`config.mk`:
```
export PLATFORM = sky130hd
export DESIGN_NAME = masked_length_prefix_deframer
export DESIGN_NICKNAME = d
export VERILOG_FILES = /design/src/rtl/mlpd_pkg.sv /design/src/rtl/mlpd_cfg_regs.sv /design/src/rtl/mlpd_parser.sv /design/src/rtl/masked_length_prefix_deframer.sv
export SDC_FILE = /design/constraint.sdc
export NUM_CORES = 1
export LEC_CHECK = 0
export BUFFER_PORTS_ARGS = -buffer_cell sky130_fd_sc_hd__buf_2
export CAP_MARGIN = 20
export CELL_PAD_IN_SITES_DETAIL_PLACEMENT = 1
export CELL_PAD_IN_SITES_GLOBAL_PLACEMENT = 2
export CORE_ASPECT_RATIO = 1.4
export CORE_UTILIZATION = 41
export CTS_BUF_LIST = sky130_fd_sc_hd__clkbuf_4 sky130_fd_sc_hd__clkbuf_8
export DETAILED_ROUTE_END_ITERATION = 8
export PLACE_DENSITY_LB_ADDON = 0.08
export SLEW_MARGIN = 10
export SYNTH_ARGS = -nofsm -noshare
export SYNTH_HDL_FRONTEND = slang
export SYNTH_SLANG_ARGS = --single-unit
```
`constraint.sdc`:
```
create_clock -name aclk -period 10.35 [get_ports aclk]
set_input_delay 1.035 -clock aclk [delete_from_list [all_inputs] [get_ports aclk]]
set_output_delay 1.035 -clock aclk [all_outputs]
set_load 0.01 [all_outputs]
```
`src/rtl/mlpd_pkg.sv`:
```
// Shared types and codes for the masked length-prefix deframer
package mlpd_pkg;

    localparam logic [1:0] KIND_HEADER  = 2'd0;
    localparam logic [1:0] KIND_PAYLOAD = 2'd1;
    localparam logic [1:0] KIND_ERROR   = 2'd2;

    localparam logic [1:0] CFG_ID_KEY  = 2'd0;
    localparam logic [1:0] CFG_LEN_KEY = 2'd1;
    localparam logic [1:0] CFG_MAX_LEN = 2'd2;

    localparam logic [31:0] MAX_LEN_RESET = 32'd65536;

    // index of the sixth header byte
    localparam logic [2:0] HDR_LAST_IDX = 3'd5;

    typedef struct packed {
        logic [15:0] id_key;
        logic [31:0] len_key;
        logic [31:0] max_len;
    } cfg_t;

    typedef struct packed {
        logic [1:0]  kind;
        logic [15:0] msg_id;
        logic [31:0] payload_length;
        logic [7:0]  payload_byte;
        logic        last;
    } result_t;

endpackage

```
`src/rtl/mlpd_cfg_regs.sv`:
```
// Configuration registers: mask keys and maximum payload length
module mlpd_cfg_regs
    import mlpd_pkg::*;
(
    input  logic        aclk,
    input  logic        aresetn,
    input  logic        cfg_we,
    input  logic [1:0]  cfg_index,
    input  logic [31:0] cfg_wdata,
    output cfg_t        cfg
);

    cfg_t cfg_reg;
    cfg_t cfg_next;

    always_comb begin
        cfg_next = cfg_reg;
        if (cfg_we) begin
            case (cfg_index)
                CFG_ID_KEY:  cfg_next.id_key  = cfg_wdata[15:0];
                CFG_LEN_KEY: cfg_next.len_key = cfg_wdata;
                CFG_MAX_LEN: cfg_next.max_len = cfg_wdata;
                default:     cfg_next = cfg_reg;
            endcase
        end
    end

    always_ff @(posedge aclk) begin
        if (!aresetn) begin
            cfg_reg.id_key  <= '0;
            cfg_reg.len_key <= '0;
            cfg_reg.max_len <= MAX_LEN_RESET;
        end else begin
            cfg_reg <= cfg_next;
        end
    end

    assign cfg = cfg_reg;

endmodule

```
`src/rtl/mlpd_parser.sv`:
```
// Header/payload parser state and per-word decode
module mlpd_parser
    import mlpd_pkg::*;
(
    input  logic       aclk,
    input  logic       aresetn,
    input  cfg_t       cfg,
    input  logic       item_valid,
    input  logic [7:0] rx_byte,
    input  logic       link_error,
    output logic       res_valid,
    output result_t    res
);

    logic [2:0]  hdr_count_reg,  hdr_count_next;
    logic [39:0] hdr_shift_reg,  hdr_shift_next;
    logic [31:0] remaining_reg,  remaining_next;
    logic        in_payload_reg, in_payload_next;
    logic        closed_reg,     closed_next;

    logic [47:0] header;
    logic [15:0] id;
    logic [31:0] len;

    // bytes arrive at the top of the shift line, so after five words it
    // holds header bytes 0..4 in order and the current word completes it
    assign header = {rx_byte, hdr_shift_reg};
    assign id     = header[15:0] ^ cfg.id_key;
    assign len    = header[47:16] ^ cfg.len_key;

    always_comb begin
        hdr_count_next  = hdr_count_reg;
        hdr_shift_next  = hdr_shift_reg;
        remaining_next  = remaining_reg;
        in_payload_next = in_payload_reg;
        closed_next     = closed_reg;
        res_valid       = 1'b0;
        res             = '0;
        if (item_valid && !closed_reg) begin
            if (link_error) begin
                hdr_count_next  = '0;
                hdr_shift_next  = '0;
                remaining_next  = '0;
                in_payload_next = 1'b0;
                closed_next     = 1'b1;
                res_valid       = 1'b1;
                res.kind        = KIND_ERROR;
            end else if (in_payload_reg) begin
                remaining_next   = remaining_reg - 32'd1;
                res_valid        = 1'b1;
                res.kind         = KIND_PAYLOAD;
                res.payload_byte = rx_byte;
                if (remaining_reg == 32'd1) begin
                    in_payload_next = 1'b0;
                    res.last        = 1'b1;
                end
            end else if (hdr_count_reg != HDR_LAST_IDX) begin
                hdr_shift_next = {rx_byte, hdr_shift_reg[39:8]};
                hdr_count_next = hdr_count_reg + 3'd1;
            end else begin
                hdr_count_next = '0;
                hdr_shift_next = '0;
                res_valid      = 1'b1;
                res.msg_id     = id;
                if (len > cfg.max_len) begin
                    res.kind           = KIND_ERROR;
                    res.payload_length = len;
                    remaining_next     = '0;
                    closed_next        = 1'b1;
                end else if (len == 32'd0) begin
                    res.kind = KIND_HEADER;
                    res.last = 1'b1;
                end else begin
                    res.kind           = KIND_HEADER;
                    res.payload_length = len;
                    in_payload_next    = 1'b1;
                    remaining_next     = len;
                end
            end
        end
    end

    always_ff @(posedge aclk) begin
        if (!aresetn) begin
            hdr_count_reg  <= '0;
            hdr_shift_reg  <= '0;
            remaining_reg  <= '0;
            in_payload_reg <= 1'b0;
            closed_reg     <= 1'b0;
        end else begin
            hdr_count_reg  <= hdr_count_next;
            hdr_shift_reg  <= hdr_shift_next;
            remaining_reg  <= remaining_next;
            in_payload_reg <= in_payload_next;
            closed_reg     <= closed_next;
        end
    end

endmodule

```
`src/rtl/masked_length_prefix_deframer.sv`:
```
// Masked length-prefix deframer: top level with input and result registers
// Accepts one stream word per clock while no result waits on m_tready and
// gives at most one result per word. A word is captured in an input register,
// decoded combinationally against the parser state and written to the result
// register. The input register also serves as a one-word skid: one more word
// is taken while a result waits on m_tready.
// After a length error or a link error the stream stays closed until reset;
// words are still accepted but give no result.
module masked_length_prefix_deframer
    import mlpd_pkg::*;
(
    input  logic        aclk,
    input  logic        aresetn,
    input  logic        cfg_we,
    input  logic [1:0]  cfg_index,
    input  logic [31:0] cfg_wdata,
    input  logic        s_tvalid,
    output logic        s_tready,
    input  logic [7:0]  s_tdata,   // [7:0] rx_byte
    input  logic [0:0]  s_tuser,   // [0] link_error
    output logic        m_tvalid,
    input  logic        m_tready,
    output logic [55:0] m_tdata,   // [15:0] msg_id, [47:16] payload_length,
                                   // [55:48] payload_byte
    output logic [1:0]  m_tuser,   // [1:0] kind
    output logic        m_tlast
);

    cfg_t    cfg;
    logic    res_valid;
    result_t res;

    logic       in_valid_reg, in_valid_next;
    logic [7:0] in_byte_reg,  in_byte_next;
    logic       in_err_reg,   in_err_next;

    logic    out_valid_reg, out_valid_next;
    result_t out_res_reg,   out_res_next;

    logic out_free;
    logic advance;

    assign out_free = !out_valid_reg || m_tready;
    assign advance  = in_valid_reg && out_free;
    assign s_tready = !in_valid_reg || advance;

    mlpd_cfg_regs u_cfg (
        .aclk      (aclk),
        .aresetn   (aresetn),
        .cfg_we    (cfg_we),
        .cfg_index (cfg_index),
        .cfg_wdata (cfg_wdata),
        .cfg       (cfg)
    );

    mlpd_parser u_parser (
        .aclk       (aclk),
        .aresetn    (aresetn),
        .cfg        (cfg),
        .item_valid (advance),
        .rx_byte    (in_byte_reg),
        .link_error (in_err_reg),
        .res_valid  (res_valid),
        .res        (res)
    );

    always_comb begin
        in_valid_next = in_valid_reg;
        in_byte_next  = in_byte_reg;
        in_err_next   = in_err_reg;
        if (s_tready) begin
            in_valid_next = s_tvalid;
            in_byte_next  = s_tdata;
            in_err_next   = s_tuser[0];
        end
        out_valid_next = out_valid_reg;
        out_res_next   = out_res_reg;
        if (out_free) begin
            out_valid_next = advance && res_valid;
            out_res_next   = res;
        end
    end

    always_ff @(posedge aclk) begin
        if (!aresetn) begin
            in_valid_reg  <= 1'b0;
            out_valid_reg <= 1'b0;
        end else begin
            in_valid_reg  <= in_valid_next;
            out_valid_reg <= out_valid_next;
        end
        in_byte_reg <= in_byte_next;
        in_err_reg  <= in_err_next;
        out_res_reg <= out_res_next;
    end

    assign m_tvalid = out_valid_reg;
    assign m_tdata  = {out_res_reg.payload_byte, out_res_reg.payload_length,
                       out_res_reg.msg_id};
    assign m_tuser  = out_res_reg.kind;
    assign m_tlast  = out_res_reg.last;

endmodule

```
==> results_dict.tcl <==
set metrics [dict create \
    syn_nets 1229 \
    holdWs_ns 0.456 \
    setup_tns_ns 0 \
    io_pins 109 \
    cts_setup_buffers 0 \
    synth_fa_ha_area_share_pct 4.09 \
    initial_core_util_pct 42.0 \
    critPathArrivalTime_ns 4.24 \
    die_x_um 137 \
    synth_mux_area_share_pct 0 \
    grt_max_degree 69 \
    ys.flop_type "dfxtp_1" \
    drv_slew 0 \
    fp-row-count 68 \
    routedWlPerCell_um 22.2 \
    ir_worst_vdd_v 0.000112 \
    yosys.area_share.simple_pct 20.2 \
    die-height_um 190 \
    hold_violations 0 \
    diodes 0 \
    rsz0062_at_grt "false" \
    finalClockSkew_ns 0.0174 \
    worstSetupStartpoint "in_byte_reg[3]" \
    hold_path.class "reg -> reg" \
    cts_resized 0 \
    start_kind "flip-flop" \
    p_per_area_nw_per_um2 173 \
    syn2layout_area_growth_pct 16.0 \
    totalPowerFinal_mw 2.09 \
    grt_first_pass_wirelength_mm 53.3 \
    nets 1323 \
    syn-cell-area_um2 10400 \
    routed_wl_mm 35.2 \
    max_cap_viol_count 0 \
    overflow 0 \
    grt_use_total_pct 27.8 \
    antenna_found_initial 0 \
    relSlewSlack_pct 31.6 \
    fmax_mhz 251 \
    placed_cells 1515 \
    largest_reg_flops 80 \
    r2r_start "in_byte_reg[3]" \
    cts-root-buf "clkbuf_8" \
    drt-initial-drc-count 401 \
    crit_required_ns 10.61 \
    async_flop_share_pct 0 \
    cts_sinks 227 \
    status "finished, final reports clean" \
    clk-insertion-delay-late_ns 0.56 \
    synth_cell_type_count 63 \
    tritoncts "done" \
    yosys_warnings 0 \
    post-route-util_pct 48.7 \
    cts_hold_buffers 0 \
    remaining_drc_errors 0 \
    critPathCaptureType "flip-flop" \
    dr.pass1.iters 5 \
    synth_top_family_by_area "simple AND/OR/NAND/NOR gates" \
    viasPerCell 5.47 \
    synth_seq_cells 227 \
    p_leak_nw 4.72 \
    synth_edf_count 68 \
    cp_max_fo 32 \
    grt_pass1_vias 8851 \
    worst_pin_slew_ns 1.02 \
    h-tree-depth 2 \
    coreArea_um2 24800 \
    synth_xor_area_share_pct 6.10 \
    fillers 2903 \
    min_from "u_cfg.cfg[10]" \
    synth_compound_area_share_pct 14.9 \
    setup.worst_path.class "reg -> reg" \
    synth_seq_area_share_pct 50.3 \
    port_buffers 108 \
    clk_path_buf_depth 3 \
    clk_pin_slew_ns 0.06 \
    fin_crit_sh_pct 38.5 \
    cts_buffers 39 \
    gp_congestion 0.846 \
    dieArea_um2 26000 \
    vias 8677 \
    finalCriticalPeriod_ns 3.98 \
    syn_avg_cell_area_um2 9.06 \
    finalNonFillerCells 1585 \
    dp_hpwl_mm 24.3 \
    syn-instance-count 1147 \
    drive_above_1_share_pct 18.2 \
    antenna_left 0 \
    setup_viol 0 \
]
## layout make-up
| class | count | area, um^2 | area share, % |
|---|---|---|---|
| inverter | 49 | 185 | 1.54 |
| clock inverter | 12 | 110 | 0.913 |
| sequential | 227 | 5230 | 43.3 |
| timing repair buffer | 123 | 653 | 5.42 |
| clock buffer | 58 | 736 | 6.10 |
| multi-input combinational | 801 | 4760 | 39.4 |
| tap | 315 | 394 | 3.27 |
## power breakdown
part | switching, mW | internal [mW]
Sequential | 0.0213 | 0.938
Combinational | 0.154 | 0.0817
Clock | 0.385 | 0.506
## layout by cell type, fill, tap and decap left out, types with 8 or more instances in the layout
| cell | count |
|---|---|
| nor4_1 | 14 |
| buf_4 | 15 |
| edfxtp_1 | 68 |
| nor4_2 | 8 |
| ha_1 | 34 |
| nor2b_1 | 33 |
| nor3_1 | 9 |
| clkbuf_4 | 10 |
| o21ai_1 | 13 |
| o21ai_0 | 10 |
| buf_2 | 108 |
| o211ai_1 | 12 |
| nor2_1 | 49 |
| a2111oi_0 | 9 |
| nand2_1 | 264 |
| and3_1 | 11 |
| xnor2_1 | 29 |
| a211oi_1 | 11 |
| xor2_1 | 36 |
| a22oi_1 | 12 |
| clkbuf_8 | 48 |
| inv_1 | 47 |
| a21oi_1 | 152 |
| dfxtp_1 | 159 |
## cells in the mapped netlist, types with 29 or more instances
library cell | instances | share of area (%)
ha_1 | 34 | 4.1
nor2_1 | 52 | 1.9
inv_1 | 48 | 1.7
dfxtp_1 | 159 | 31
xor2_1 | 36 | 3.0
xnor2_1 | 29 | 2.4
nand2_1 | 264 | 9.5
edfxtp_1 | 68 | 20
clkbuf_1 | 61 | 2.2
a21oi_1 | 152 | 7.3
nor2b_1 | 33 | 2.0
## critical path, stage by stage, from the launching register on
cell	delay (ns)
edfxtp_1	0.54
xor2_1	0.63
ha_1	0.26
nand4_1	0.24
nor4_2	0.41
and4_1	0.28
a21oi_1	0.11
or2_1	0.33
o21bai_4	0.76
nor2b_1	0.12
## kinds of logic (layout without fill, tap and decap cells)
group | after synthesis | count (layout)
AOI/OAI and AO/OA | 254 | 254
xor gates and xnor gates | 69 | 69
adders and majority gates | 34 | 34
buffers and inverters | 119 | 242
DFF | 227 | 227
and+or+nand+nor | 444 | 444
## routing by layer
layer / part of all wire, % / vias to the layer above / global-route usage (%)
li1: - / 4127 / -
met3: 3.5 / 60 / 4.04
met1: 41 / 4290 / 32.9
met5: 0 / - / 0
met4: 3.9 / 0 / 11.9
met2: 52 / 200 / 49.3
## worst paths after layout
check | to | slack [ns] | cells after the start
min reg2reg | u_cfg.cfg[10] | 0.46 | 2
max reg2reg | m_tdata[20] | 6.37 | 9
max | m_tdata[20] | 6.37 | 9
min | u_cfg.cfg[10] | 0.46 | 2
## through the flow
stage / worst slack [ns] / area (um^2)
2_1_floorplan: 6.36 / 10400
3_3_place_gp: 6.46 / 11200
3_5_place_dp: 6.38 / 11200
4_1_cts: 6.33 / 12100
5_1_grt: 6.21 / 12100
6_report: 6.37 / 12100
(Power assumes the default switching activity.)
